$ cat src/design/upd_pkg.sv
// Package for the URL percent decoder: queue item type, escape phase codes,
// hex digit lookup and queue sizing. No dependencies.
`default_nettype none

package upd_pkg;

  localparam int QDEPTH = 4;
  localparam int QPTR_W = $clog2(QDEPTH);
  localparam int QCNT_W = $clog2(QDEPTH + 1);
  localparam int DCNT_W = 13;

  localparam logic [7:0] CH_PERCENT = 8'h25;
  localparam logic [7:0] CH_PLUS    = 8'h2B;
  localparam logic [7:0] CH_SPACE   = 8'h20;
  localparam logic [7:0] CH_TERM    = 8'h00;

  typedef enum logic [1:0] {
    PH_IDLE = 2'd0,
    PH_HIGH = 2'd1,
    PH_LOW  = 2'd2
  } phase_t;

  // classified input byte, as queued between front and back
  typedef struct packed {
    logic [7:0] raw;
    logic       term;
    logic       pct;
    logic       plus;
    logic       hex_ok;
    logic [3:0] hex;
  } item_t;

  // {valid, value} for a hex digit byte
  function automatic logic [4:0] hex_decode(input logic [7:0] b);
    logic [4:0] r;
    r = 5'd0;
    if (b >= 8'h30 && b <= 8'h39) begin
      r = {1'b1, 4'(b - 8'h30)};
    end else if (b >= 8'h41 && b <= 8'h46) begin
      r = {1'b1, 4'(b - 8'h37)};
    end else if (b >= 8'h61 && b <= 8'h66) begin
      r = {1'b1, 4'(b - 8'h57)};
    end
    return r;
  endfunction

endpackage

`default_nettype wire

$ cat src/design/upd_if.sv
// Stream interfaces for the URL percent decoder: encoded input bytes and
// decoded results. Depends on nothing.
`default_nettype none

interface upd_in_if;
  logic       valid;
  logic       ready;
  logic [7:0] in_byte;

  modport source (output valid, output in_byte, input ready);
  modport sink (input valid, input in_byte, output ready);
endinterface

interface upd_out_if;
  logic        valid;
  logic        ready;
  logic [7:0]  out_byte;
  logic        is_end;
  logic        failed;
  logic [12:0] decoded_count;

  modport source (output valid, output out_byte, output is_end, output failed,
                  output decoded_count, input ready);
  modport sink (input valid, input out_byte, input is_end, input failed,
                input decoded_count, output ready);
endinterface

`default_nettype wire

$ cat src/design/upd_front.sv
// Front end: accepts encoded bytes and classifies them into queue items.
// Depends on upd_pkg.
`default_nettype none

module upd_front
  import upd_pkg::*;
(
  input  wire logic  in_valid,
  output logic       in_ready,
  input  wire logic  [7:0] in_byte,
  input  wire logic  q_full,
  output logic       q_push,
  output item_t      q_item
);

  logic [4:0] hx;

  always_comb begin
    hx            = hex_decode(in_byte);
    in_ready      = !q_full;
    q_push        = in_valid && !q_full;
    q_item.raw    = in_byte;
    q_item.term   = (in_byte == CH_TERM);
    q_item.pct    = (in_byte == CH_PERCENT);
    q_item.plus   = (in_byte == CH_PLUS);
    q_item.hex_ok = hx[4];
    q_item.hex    = hx[3:0];
  end

endmodule

`default_nettype wire

$ cat src/design/upd_fifo.sv
// Short queue of classified items between front and back.
// Depends on upd_pkg.
`default_nettype none

module upd_fifo
  import upd_pkg::*;
(
  input  wire logic  clk,
  input  wire logic  rst,
  input  wire logic  push,
  input  wire item_t push_item,
  output logic       full,
  input  wire logic  pop,
  output logic       nonempty,
  output item_t      head
);

  item_t              mem [QDEPTH];
  logic [QPTR_W-1:0]  wptr;
  logic [QPTR_W-1:0]  rptr;
  logic [QCNT_W-1:0]  count;
  logic               do_pop;

  assign full     = (count == QCNT_W'(QDEPTH));
  assign nonempty = (count != '0);
  assign head     = mem[rptr];
  assign do_pop   = pop && nonempty;

  always_ff @(posedge clk) begin
    if (push) begin
      mem[wptr] <= push_item;
    end
  end

  always_ff @(posedge clk) begin
    if (rst) begin
      wptr  <= '0;
      rptr  <= '0;
      count <= '0;
    end else begin
      if (push) begin
        wptr <= (wptr == QPTR_W'(QDEPTH - 1)) ? '0 : wptr + 1'b1;
      end
      if (do_pop) begin
        rptr <= (rptr == QPTR_W'(QDEPTH - 1)) ? '0 : rptr + 1'b1;
      end
      if (push && !do_pop) begin
        count <= count + 1'b1;
      end else if (!push && do_pop) begin
        count <= count - 1'b1;
      end
    end
  end

endmodule

`default_nettype wire

$ cat src/design/upd_back.sv
// Back end: escape state machine, error and count tracking, output register.
// Depends on upd_pkg.
`default_nettype none

module upd_back
  import upd_pkg::*;
#(
  parameter int MAX_LEN = 4096
) (
  input  wire logic  clk,
  input  wire logic  rst,
  input  wire logic  form_mode,
  input  wire logic  q_nonempty,
  input  wire item_t q_head,
  output logic       q_pop,
  output logic       out_valid,
  input  wire logic  out_ready,
  output logic [7:0] out_byte,
  output logic       out_is_end,
  output logic       out_failed,
  output logic [DCNT_W-1:0] out_count
);

  localparam int CNT_W = $clog2(MAX_LEN + 1);
  localparam logic [CNT_W-1:0] MAX_CNT = CNT_W'(MAX_LEN);

  phase_t             phase, phase_next;
  logic [3:0]         high_nibble, high_nibble_next;
  logic               error_seen, error_seen_next;
  logic [CNT_W-1:0]   byte_count, byte_count_next;
  logic               out_valid_next;

  logic               take;
  logic               res_valid;
  logic [7:0]         res_byte;
  logic               res_end;
  logic               res_fail;
  logic               emit;

  assign take  = q_nonempty && (!out_valid || out_ready);
  assign q_pop = take;

  always_ff @(posedge clk) begin
    if (rst) begin
      phase       <= PH_IDLE;
      high_nibble <= '0;
      error_seen  <= 1'b0;
      byte_count  <= '0;
      out_valid   <= 1'b0;
    end else begin
      phase       <= phase_next;
      high_nibble <= high_nibble_next;
      error_seen  <= error_seen_next;
      byte_count  <= byte_count_next;
      out_valid   <= out_valid_next;
    end
  end

  always_ff @(posedge clk) begin
    if (take && res_valid) begin
      out_byte   <= res_byte;
      out_is_end <= res_end;
      out_failed <= res_fail;
      out_count  <= res_end ? DCNT_W'(byte_count) : '0;
    end
  end

  always_comb begin
    phase_next       = phase;
    high_nibble_next = high_nibble;
    error_seen_next  = error_seen;
    byte_count_next  = byte_count;
    res_valid        = 1'b0;
    res_byte         = q_head.raw;
    res_end          = 1'b0;
    res_fail         = 1'b0;
    emit             = 1'b0;

    if (q_head.term) begin
      res_valid        = 1'b1;
      res_byte         = '0;
      res_end          = 1'b1;
      res_fail         = error_seen || (phase == PH_HIGH) || (phase == PH_LOW);
      phase_next       = PH_IDLE;
      high_nibble_next = '0;
      error_seen_next  = 1'b0;
      byte_count_next  = '0;
    end else if (!error_seen) begin
      case (phase)
        PH_HIGH: begin
          if (!q_head.hex_ok) begin
            error_seen_next = 1'b1;
            phase_next      = PH_IDLE;
          end else begin
            high_nibble_next = q_head.hex;
            phase_next       = PH_LOW;
          end
        end
        PH_LOW: begin
          phase_next = PH_IDLE;
          if (!q_head.hex_ok) begin
            error_seen_next = 1'b1;
          end else begin
            emit     = 1'b1;
            res_byte = {high_nibble, q_head.hex};
          end
        end
        default: begin
          phase_next = PH_IDLE;
          if (q_head.pct) begin
            phase_next = PH_HIGH;
          end else if (q_head.plus && form_mode) begin
            emit     = 1'b1;
            res_byte = CH_SPACE;
          end else begin
            emit = 1'b1;
          end
        end
      endcase
      if (emit) begin
        res_valid = 1'b1;
        if (byte_count < MAX_CNT) begin
          byte_count_next = byte_count + 1'b1;
        end
      end
    end

    if (!take) begin
      phase_next       = phase;
      high_nibble_next = high_nibble;
      error_seen_next  = error_seen;
      byte_count_next  = byte_count;
      out_valid_next   = out_valid && !out_ready;
    end else begin
      out_valid_next   = res_valid;
    end
  end

endmodule

`default_nettype wire

$ cat src/design/url_percent_decoder_core.sv
// URL percent decoder, one encoded byte per transfer. Each byte is first written
// into the queue; any result it yields then passes through the output register.
// Throughput: one byte per cycle, set by the back-end state step, while out_ready holds no stall.
// Reset (rst, synchronous): clears queue, escape state, count, form_mode.
// Depends on upd_pkg, upd_in_if, upd_out_if, upd_front, upd_fifo, upd_back.
`default_nettype none

module url_percent_decoder_core
  import upd_pkg::*;
#(
  parameter int MAX_LEN = 4096
) (
  input  wire logic  clk,
  input  wire logic  rst,
  input  wire logic  cfg_we,
  input  wire logic  cfg_wdata,
  upd_in_if.sink     in_ch,
  upd_out_if.source  out_ch
);

  logic  form_mode;
  logic  q_full;
  logic  q_push;
  logic  q_pop;
  logic  q_nonempty;
  item_t q_item;
  item_t q_head;

  always_ff @(posedge clk) begin
    if (rst) begin
      form_mode <= 1'b0;
    end else if (cfg_we) begin
      form_mode <= cfg_wdata;
    end
  end

  upd_front u_front (
    .in_valid (in_ch.valid),
    .in_ready (in_ch.ready),
    .in_byte  (in_ch.in_byte),
    .q_full   (q_full),
    .q_push   (q_push),
    .q_item   (q_item)
  );

  upd_fifo u_fifo (
    .clk       (clk),
    .rst       (rst),
    .push      (q_push),
    .push_item (q_item),
    .full      (q_full),
    .pop       (q_pop),
    .nonempty  (q_nonempty),
    .head      (q_head)
  );

  upd_back #(
    .MAX_LEN (MAX_LEN)
  ) u_back (
    .clk        (clk),
    .rst        (rst),
    .form_mode  (form_mode),
    .q_nonempty (q_nonempty),
    .q_head     (q_head),
    .q_pop      (q_pop),
    .out_valid  (out_ch.valid),
    .out_ready  (out_ch.ready),
    .out_byte   (out_ch.out_byte),
    .out_is_end (out_ch.is_end),
    .out_failed (out_ch.failed),
    .out_count  (out_ch.decoded_count)
  );

endmodule

`default_nettype wire
$ cat src/flat_wrapper.sv
// flat-port wrapper written by rule: the top's interface ports become plain ports
module url_percent_decoder_core_flat import upd_pkg::*;
#(
  parameter int MAX_LEN = 4096
)
  (clk, rst, cfg_we, cfg_wdata, in_ch_valid, in_ch_in_byte, in_ch_ready, out_ch_valid, out_ch_out_byte, out_ch_is_end, out_ch_failed, out_ch_decoded_count, out_ch_ready);
  upd_in_if in_ch_i ();
  upd_out_if out_ch_i ();
  input  wire logic clk;
  input  wire logic rst;
  input  wire logic cfg_we;
  input  wire logic cfg_wdata;
  input wire logic [$bits(in_ch_i.valid)-1:0] in_ch_valid;
  input wire logic [$bits(in_ch_i.in_byte)-1:0] in_ch_in_byte;
  output wire logic [$bits(in_ch_i.ready)-1:0] in_ch_ready;
  output wire logic [$bits(out_ch_i.valid)-1:0] out_ch_valid;
  output wire logic [$bits(out_ch_i.out_byte)-1:0] out_ch_out_byte;
  output wire logic [$bits(out_ch_i.is_end)-1:0] out_ch_is_end;
  output wire logic [$bits(out_ch_i.failed)-1:0] out_ch_failed;
  output wire logic [$bits(out_ch_i.decoded_count)-1:0] out_ch_decoded_count;
  input wire logic [$bits(out_ch_i.ready)-1:0] out_ch_ready;
  assign in_ch_i.valid = in_ch_valid;
  assign in_ch_i.in_byte = in_ch_in_byte;
  assign in_ch_ready = in_ch_i.ready;
  assign out_ch_valid = out_ch_i.valid;
  assign out_ch_out_byte = out_ch_i.out_byte;
  assign out_ch_is_end = out_ch_i.is_end;
  assign out_ch_failed = out_ch_i.failed;
  assign out_ch_decoded_count = out_ch_i.decoded_count;
  assign out_ch_i.ready = out_ch_ready;
  url_percent_decoder_core #(.MAX_LEN(MAX_LEN)) u_core (.clk(clk), .rst(rst), .cfg_we(cfg_we), .cfg_wdata(cfg_wdata), .in_ch(in_ch_i), .out_ch(out_ch_i));
endmodule
$ cat config.mk
export PLATFORM = sky130hd
export DESIGN_NAME = url_percent_decoder_core_flat
export DESIGN_NICKNAME = d
export VERILOG_FILES = /design/src/design/upd_pkg.sv /design/src/design/upd_if.sv /design/src/design/upd_front.sv /design/src/design/upd_fifo.sv /design/src/design/upd_back.sv /design/src/design/url_percent_decoder_core.sv /design/src/flat_wrapper.sv
export SDC_FILE = /design/constraint.sdc
export NUM_CORES = 1
export LEC_CHECK = 0
export BUFFER_PORTS_ARGS = -buffer_cell sky130_fd_sc_hd__buf_2
export CELL_PAD_IN_SITES_DETAIL_PLACEMENT = 1
export CELL_PAD_IN_SITES_GLOBAL_PLACEMENT = 2
export CORE_MARGIN = 4
export CORE_UTILIZATION = 46
export CTS_CLUSTER_SIZE = 16
export DETAILED_ROUTE_END_ITERATION = 12
export PLACE_DENSITY = 0.95
export SETUP_SLACK_MARGIN = 0.4
export SYNTH_ARGS = -nofsm -noshare
export SYNTH_HDL_FRONTEND = slang
export SYNTH_SLANG_ARGS = --single-unit
$ cat constraint.sdc
create_clock -name clk -period 5.9 [get_ports clk]
set_input_delay 1.475 -clock clk [delete_from_list [all_inputs] [get_ports clk]]
set_output_delay 1.475 -clock clk [all_outputs]
set_load 0.1 [all_outputs]
==> qor.txt, run 1 <==
Tot GR Track Use: 18.9%
Setup TNS: 0 ns
Mapped Area: 5020 um^2
Slowest-stage cell, CP: dfxtp_1
Die Ht: 112 um
RSZ-0062 raised after global routing: false
R2R depth: 6
Detail Route Antenna Nets: 0
Vias in the first global route: 3373
Worst path top cell family by delay: flip-flops
First-pass DRT Iterations: 4
Status: complete, no violations
Reg2reg setup slack: 2.45 ns
Synthesized instance count: 362
Sequential share of the synthesized area: 64.4%
Average wire per standard cell: 20.1 um
Via-to-Cell Ratio: 5.68
Hold Buf Count CTS: 0
ANT cells: 0
Syn nets: 390
Die Area: 12600 um^2
Hold Path Sink: u_core.u_back.high_nibble[1]
Commonest non-fill, non-tap cell in the layout: edfxtp_1
Total congestion overflow: 0
IO Pins: 39
Setup Viol. Count Final: 0
Final Critical Period: 3.45 ns
Pre-CTS setup slack: 2.41 ns
PD cells: 621 nW/um^2
Most frequent cells in the layout: edfxtp_1 (87), buf_2 (38), nor2_1 (33)
Critical path arrival: 3.90 ns
Largest net degree at the start of global routing: 35
Row cnt: 37
RR Endpoint: u_core.u_back.byte_count[11]
Inserted Clock Buffers: 17
Final worst slack: 2.45 ns
Fin crit share: 58.5%
Layout cells sized above 1: 22.5%
Setup Crit Path Kind: flop to flop
Mean post-synth cell area: 13.9 um^2
Post-synth EDFFs: 87
Warnings, synthesis: 0
Yosys reg bits: 118
Crit-path max FO: 34
Remaining DRCs: 0
Slew Viols, Final: 0
CP max stage delay: 1.04 ns
Clk root buf: clkbuf_8
Crit path capture type: flop
Post-CTS Setup Inserts: 0
Fin nets: 433
Post-CTS sizing: 0
TritonCTS clock tree: built
Worst skew pair latency: 0.52 ns
Max Cap Violations: 0
RD Place Congestion: 0.814
CP startpoint kind: flop
Initial drt markers: 133
Hold Path Depth: 1
CORE AREA: 10500 um^2
Hold WC Path Type: flop to flop
Final Power: 3.68 mW
Area delta synth->final: 17.9%
Worst Skew: 0.0107 ns
Fmax achieved: 290 MHz
Buf/Inv on CP: 1
CP Cell Sequence: mux2_2 -> inv_2 -> a211oi_2 -> nor4_4 -> or3b_1 -> a21oi_1
Post-DP HPWL: 7140 um
Initial antenna violation count: 0
Sink Count: 118
Worst VDD drop: 0.000428 V
Buffers on Ports: 38
Chip Width: 112 um
Overall via count from detail_route: 3148
Tightest Pin Transition: 1.08 ns
Max H-tree Level: 4
FFs w/ async S/R, synth: 0%
Rel. slew slack: 27.7%
Worst Hold Launch: u_core.u_back.high_nibble[1]
Clock transition at the registers of the reported paths: 0.06 ns
Post-synthesis cell type count: 52
First-pass GRT wire length: 18300 um
Leak Pwr: 2.15 nW
Max clock buf depth: 2
Ys flop type: edfxtp_1
WP data required: 6.35 ns
WL final: 11100 um
Final hold viol count: 0
Initial core utilization: 48.0%
Fin Hold WS: 0.494 ns
[stage by stage]
| step | instances | cell area [um^2] | util [%] |
|---|---|---|---|
| finish | 554 | 5920 | 56.6 |
| global route | 554 | 5920 | 56.6 |
| CTS | 554 | 5920 | 56.6 |
| detailed placement | 522 | 5330 | 51.0 |
| global placement | 522 | 5330 | 51.0 |
| floorplan | 362 | 5020 | - |
[layer usage]
layer | vias to the layer above | routed length (um) | GRT usage, %
met2 | 75 | 5800 | 32.6
li1 | 1464 | - | -
met5 | - | 0 | 0
met1 | 1594 | 4740 | 23.4
met4 | 0 | 163 | 6.17
met3 | 15 | 443 | 4.80
[worst register-to-register path, delay by kind of cell (launching register included)]
| kind | cells | cell delay, ns |
|---|---|---|
| AO/OA/AOI/OAI | 2 | 0.35 |
| buffers and inverters | 1 | 0.43 |
| flip-flops | 1 | 1.04 |
| multiplexers | 1 | 0.55 |
| AND/OR/NAND/NOR | 2 | 1.01 |
[registers in the layout (all words and copies together), names as in the netlist, named ones only]
name                       cells
u_core.u_back.phase            2
u_core.u_back.out_count       13
u_core.u_back.out_valid        1
u_core.u_back.error_seen       1
u_core.u_back.out_byte         8
u_core.u_fifo.count            3
u_core.u_back.high_nibble      4
u_core.u_back.byte_count      13
u_core.u_fifo.mem             64
u_core.u_back.out_is_end       1
u_core.u_back.out_failed       1
u_core.form_mode               1
u_core.u_fifo.wptr             2
u_core.u_fifo.rptr             2
[area by class of cell]
cell class | count | area (um^2)
clock inverters | 14 | 166
flip-flops and latches | 118 | 3230
fillers | 1044 | 4550
well taps | 136 | 170
inverters | 14 | 52.6
multi-input cells | 214 | 1670
repair buffers | 40 | 205
clock buffers | 18 | 418
[cell usage after synthesis (all sizes together), types with 2 or more instances]
library cell	instances	area (um^2)
a211o	2	17.5
a211oi	4	40.0
a21oi	16	80.1
a22o	4	35.0
a22oi	8	60.1
a31oi	2	12.5
a41oi	3	33.8
and2	14	87.6
and3	8	50.1
buf	5	38.8
clkbuf	11	41.3
dfxtp	31	621
edfxtp	87	2610
ha	13	163
inv	14	52.6
mux2i	10	100
mux4	14	315
nand2	12	45.0
nand2b	4	25.0
nand3	7	35.0
nand3b	2	15.0
nor2	33	124
nor2b	3	18.8
nor3	11	55.1
nor3b	2	15.0
nor4	4	40.0
o211a	2	20.0
o21ai	14	70.1
o31a	2	17.5
or3	4	25.0
xor2	2	17.5
[worst max-delay path by stage]
stage / to / slack, ns / cells past startpoint
3_5_place_dp: u_core.u_fifo.count[2] / 2.41 / 10
6_report: u_core.u_back.byte_count[11] / 2.45 / 6
5_1_grt: u_core.u_back.byte_count[11] / 2.12 / 6
3_3_place_gp: u_core.u_fifo.count[2] / 2.48 / 10
2_1_floorplan: u_core.u_back.byte_count[12] / 1.75 / 5
4_1_cts: u_core.u_back.byte_count[11] / 2.38 / 6
[power breakdown]
part	leakage, nW	internal (mW)	switching, mW	total [mW]
Combinational	0.814	0.336	1.10	1.44
Clock	0.283	0.613	0.407	1.02
Sequential	1.05	1.10	0.117	1.22
[cells by family after synthesis]
| family | after synthesis | share of synthesized area, % |
|---|---|---|
| AOI/OAI and AO/OA | 66 | 9.27 |
| muxes | 25 | 8.50 |
| DFF | 118 | 64.4 |
| buffers and inverters | 30 | 2.64 |
| adders and majority gates | 14 | 3.64 |
| xor gates and xnor gates | 2 | 0.349 |
| and+or+nand+nor | 107 | 11.2 |
No activity file was read; power rests on OpenSTA's default activity.
==> run 2: changes to the inputs <==
- ABC_AREA: default -> 1
- CORE_UTILIZATION: 46 -> 35
- PLACE_DENSITY: 0.95 -> 0.88
- clock period: 5.9 -> 2.9 ns (I/O delays scaled with it)
==> run 2 against run 1 <==
Net effect: largest power group unchanged; die area is 35% higher; largest cell class unchanged; clock power is 100% higher; sequential share of layout area is 3.2 points lower; maximum frequency is 58% higher; setup slack worse by 1.7 ns; first-iteration DRC count is 46% higher; highest routed layer unchanged; non-clock buffer count is 10 higher; critical path type unchanged.
==> qor.txt, run 2 <==
Post-synth top area cell: edfxtp_1
Clock network power share: 25.9% (-1.9 points)
Via-to-Cell Ratio: 4.92 (-13%)
Hold Path Sink: u_core.u_back.high_nibble[0]
First-pass DRT Iterations: 4 (unchanged)
Worst path most repeated cell: nand3_2
Worst Hold Launch: u_core.u_back.high_nibble[0]
Final hold viol count: 0 (unchanged)
Switching fraction of total power: 46.5% (+2.2 points)
Critical path arrival: 2.49 ns (-1.41 ns)
Setup TNS: 0 ns (unchanged)
Hold WC Path Type: flop to flop
Area taken by multi-input logic gates: 1750 um^2 (+4.6%)
Worst VDD drop: 0.000482 V (+13%)
Synthesized instance count: 537 (+48%)
CP max stage delay: 0.41 ns (-0.63 ns)
FFs w/ async S/R, synth: 0% (unchanged)
Net switching power: 3.73 mW (+130%)
Fmax achieved: 458 MHz (+58%)
Top Registers: u_core.u_fifo.mem: 64 flops, u_core.u_back.byte_count: 13 flops, u_core.u_back.out_count: 13 flops
Chip Width: 131 um (+16%)
Reg with most FFs: u_core.u_fifo.mem
Setup Viol. Count Final: 0 (unchanged)
RSZ-0062 raised after global routing: false
CP Cell Sequence: inv_2 -> buf_4 -> nand2_1 -> nand3_2 -> nand3_2 -> nand3_4 -> nand3_2 -> o21ai_1 -> nor2_1
Setup Crit Path Kind: flop to flop
Rel. slew slack: 48.5% (+21 points)
Max reg flops: 64 (unchanged)
Ys flop type: edfxtp_1
Buf/Inv on CP: 2 (+1)
Final Power: 8.02 mW (+120%)
Hold Path Depth: 2 (+1)
Fin nets: 618 (+43%)
Most instantiated cells after synthesis: nand2_1 (108), edfxtp_1 (87), nor2_1 (85)
CP startpoint kind: flop
Initial drt markers: 194 (+46%)
Worst skew pair latency: 0.43 ns (-0.09 ns)
Slew Viols, Final: 0 (unchanged)
Initial antenna violation count: 0 (unchanged)
Status: complete, no violations
Hold Buf Count CTS: 0 (unchanged)
Die Ht: 131 um (+16%)
Final Critical Period: 2.18 ns (-1.27 ns)
Sequential share of the synthesized area: 61.3% (-3.1 points)
Post-synth EDFFs: 87 (unchanged)
Sink Count: 118 (unchanged)
WP data required: 3.21 ns (-3.14 ns)
Fin Hold WS: 0.467 ns (-0.0272 ns)
Yosys reg bits: 118 (unchanged)
Filler cells: 1669 (+60%)
Register share of total power: 30.9% (-2.2 points)
Buffers on Ports: 38 (unchanged)
Post-layout util: 42.9% (-14 points)
Post-synth top area share: 49.5% (-2.5 points)
Total congestion overflow: 0 (unchanged)
Row cnt: 44 (+19%)
Layout cells sized above 1: 17.7% (-4.7 points)
Area delta synth->final: 19.1%
Average wire per standard cell: 15.8 um (-21%)
RR Endpoint: u_core.u_back.byte_count[4]
Overall via count from detail_route: 3871 (+23%)
Post-CTS Setup Inserts: 0 (unchanged)
Combinational Power Share: 43.2% (+4.1 points)
Die Area: 17100 um^2 (+35%)
Fin crit share: 75.3% (+17 points)
Syn nets: 565 (+45%)
Max H-tree Level: 4 (unchanged)
Vias in the first global route: 4133 (+23%)
Most numerous cell in the Yosys netlist: nand2_1
Tightest Pin Transition: 0.765 ns (-0.319 ns)
Most frequent cells in the layout: nand2_1 (107), edfxtp_1 (87), nor2_1 (85)
Mapped Area: 5280 um^2 (+5.1%)
Register area: 3230 um^2 (unchanged)
Mean post-synth cell area: 9.83 um^2 (-29%)
Max clock buf depth: 2 (unchanged)
Crit path capture type: flop
R2R depth: 9 (+3)
ANT cells: 0 (unchanged)
Int Pwr: 4.29 mW (+110%)
Inserted Clock Buffers: 17 (unchanged)
Synth top area cells: edfxtp_1 (50%), dfxtp_1 (12%), nand2_1 (7.7%), nor2_1 (6.0%), o21ai_0 (3.6%)
Placed cell area: 5690 um^2 (+6.7%)
First-pass GRT wire length: 20900 um (+14%)
Clock transition at the registers of the reported paths: 0.06 ns (about the same)
Leak Pwr: 2.49 nW (+16%)
PD cells: 1280 nW/um^2 (+110%)
RD Place Congestion: 0.836 (+2.7%)
CORE AREA: 14600 um^2 (+40%)
Remaining DRCs: 0 (unchanged)
Final Cell Area: 6280 um^2 (+6.2%)
Crit-path max FO: 20 (-41%)
Post-synthesis cell type count: 32 (-38%)
Commonest non-fill, non-tap cell in the layout: nand2_1
Worst path top cell family by delay: simple AND/OR/NAND/NOR gates
Warnings, synthesis: 0 (unchanged)
Post-DP HPWL: 8700 um (+22%)
TritonCTS clock tree: built
Worst Skew: 0.0156 ns (+0.00493 ns)
Tot GR Track Use: 16.0% (-2.9 points)
Clk root buf: clkbuf_16
Post-CTS sizing: 0 (unchanged)
Reg2reg setup slack: 0.72 ns (-1.73 ns)
Slowest-stage cell, CP: dfxtp_1
Largest net degree at the start of global routing: 25 (-29%)
IO Pins: 39 (unchanged)
Initial core utilization: 36.0% (-12 points)
Detail Route Antenna Nets: 0 (unchanged)
Max Cap Violations: 0 (unchanged)
WL final: 12500 um (+12%)
[run 2: cell types whose count changed after synthesis, moves of 14 or more]
cell,change
and2_1,-14
inv_1,+35
mux4_2,-14
nand2_1,+96
nor2_1,+52
o21ai_0,+24
[run 2: metal layers]
metal / track usage, % / wire (um) / vias to the layer above
met5: 0 / 0 / -
met3: 4.59 / 427 / 16
li1: - / - / 1922
met4: 6.65 / 250 / 0
met2: 27.7 / 6450 / 65
met1: 18.6 / 5330 / 1868
[run 2: kinds of logic (layout without fill, tap and decap cells)]
logic type	Yosys count	in the layout	share of synthesized area (%)
and+or+nand+nor	245	245	20.0
DFF	118	118	61.3
AOI/OAI and AO/OA	91	91	9.58
buffers and inverters	69	135	5.67
adders and majority gates	14	14	3.46
[run 2: worst max path at each step]
stage	from	slack, ns	cells past startpoint	endpoint
2_1_floorplan	u_core.u_back.out_valid	0.49	9	u_core.u_fifo.count[2]
3_3_place_gp	out_ch_ready	0.64	11	u_core.u_fifo.count[2]
3_5_place_dp	in_ch_in_byte[0]	0.42	7	u_core.u_fifo.mem[0][2]
4_1_cts	flop	0.66	9	u_core.u_back.byte_count[4]
5_1_grt	flop	0.49	9	u_core.u_back.byte_count[1]
6_report	flop	0.72	9	u_core.u_back.byte_count[4]
[run 2: power by group through the flow]
stage | clock network (mW) | registers, mW | logic [mW]
final | 2.08 | 2.48 | 3.47
after global routing | 2.20 | 2.52 | 3.80
after CTS | 2.12 | 2.49 | 3.53
after detailed placement | 0 | 2.52 | 3.51
after global placement | 0 | 2.49 | 3.39
after floorplan | 0 | 3.72 | 1.57
[run 2: per-stage QoR]
step	std cells	setup slack (ns)
floorplan	537	0.491
detailed placement	755	0.422
global route	787	0.485
CTS	787	0.660
global placement	755	0.641
finish	787	0.717
[run 2: cell type report]
| class | instances | area share (%) |
|---|---|---|
| clock inverters | 14 | 2.63 |
| well taps | 184 | 3.66 |
| flip-flops and latches | 118 | 51.4 |
| inverters | 53 | 3.17 |
| multi-input cells | 350 | 27.8 |
| clock buffers | 18 | 6.83 |
| repair buffers | 50 | 4.46 |
[run 2: worst register-to-register path, delay by kind of cell, from the launching register on]
| family | cells | cell delay (ns) |
|---|---|---|
| compound gates | 1 | 0.29 |
| buf+inv | 2 | 0.50 |
| flops | 1 | 0.41 |
| simple gates | 6 | 0.86 |
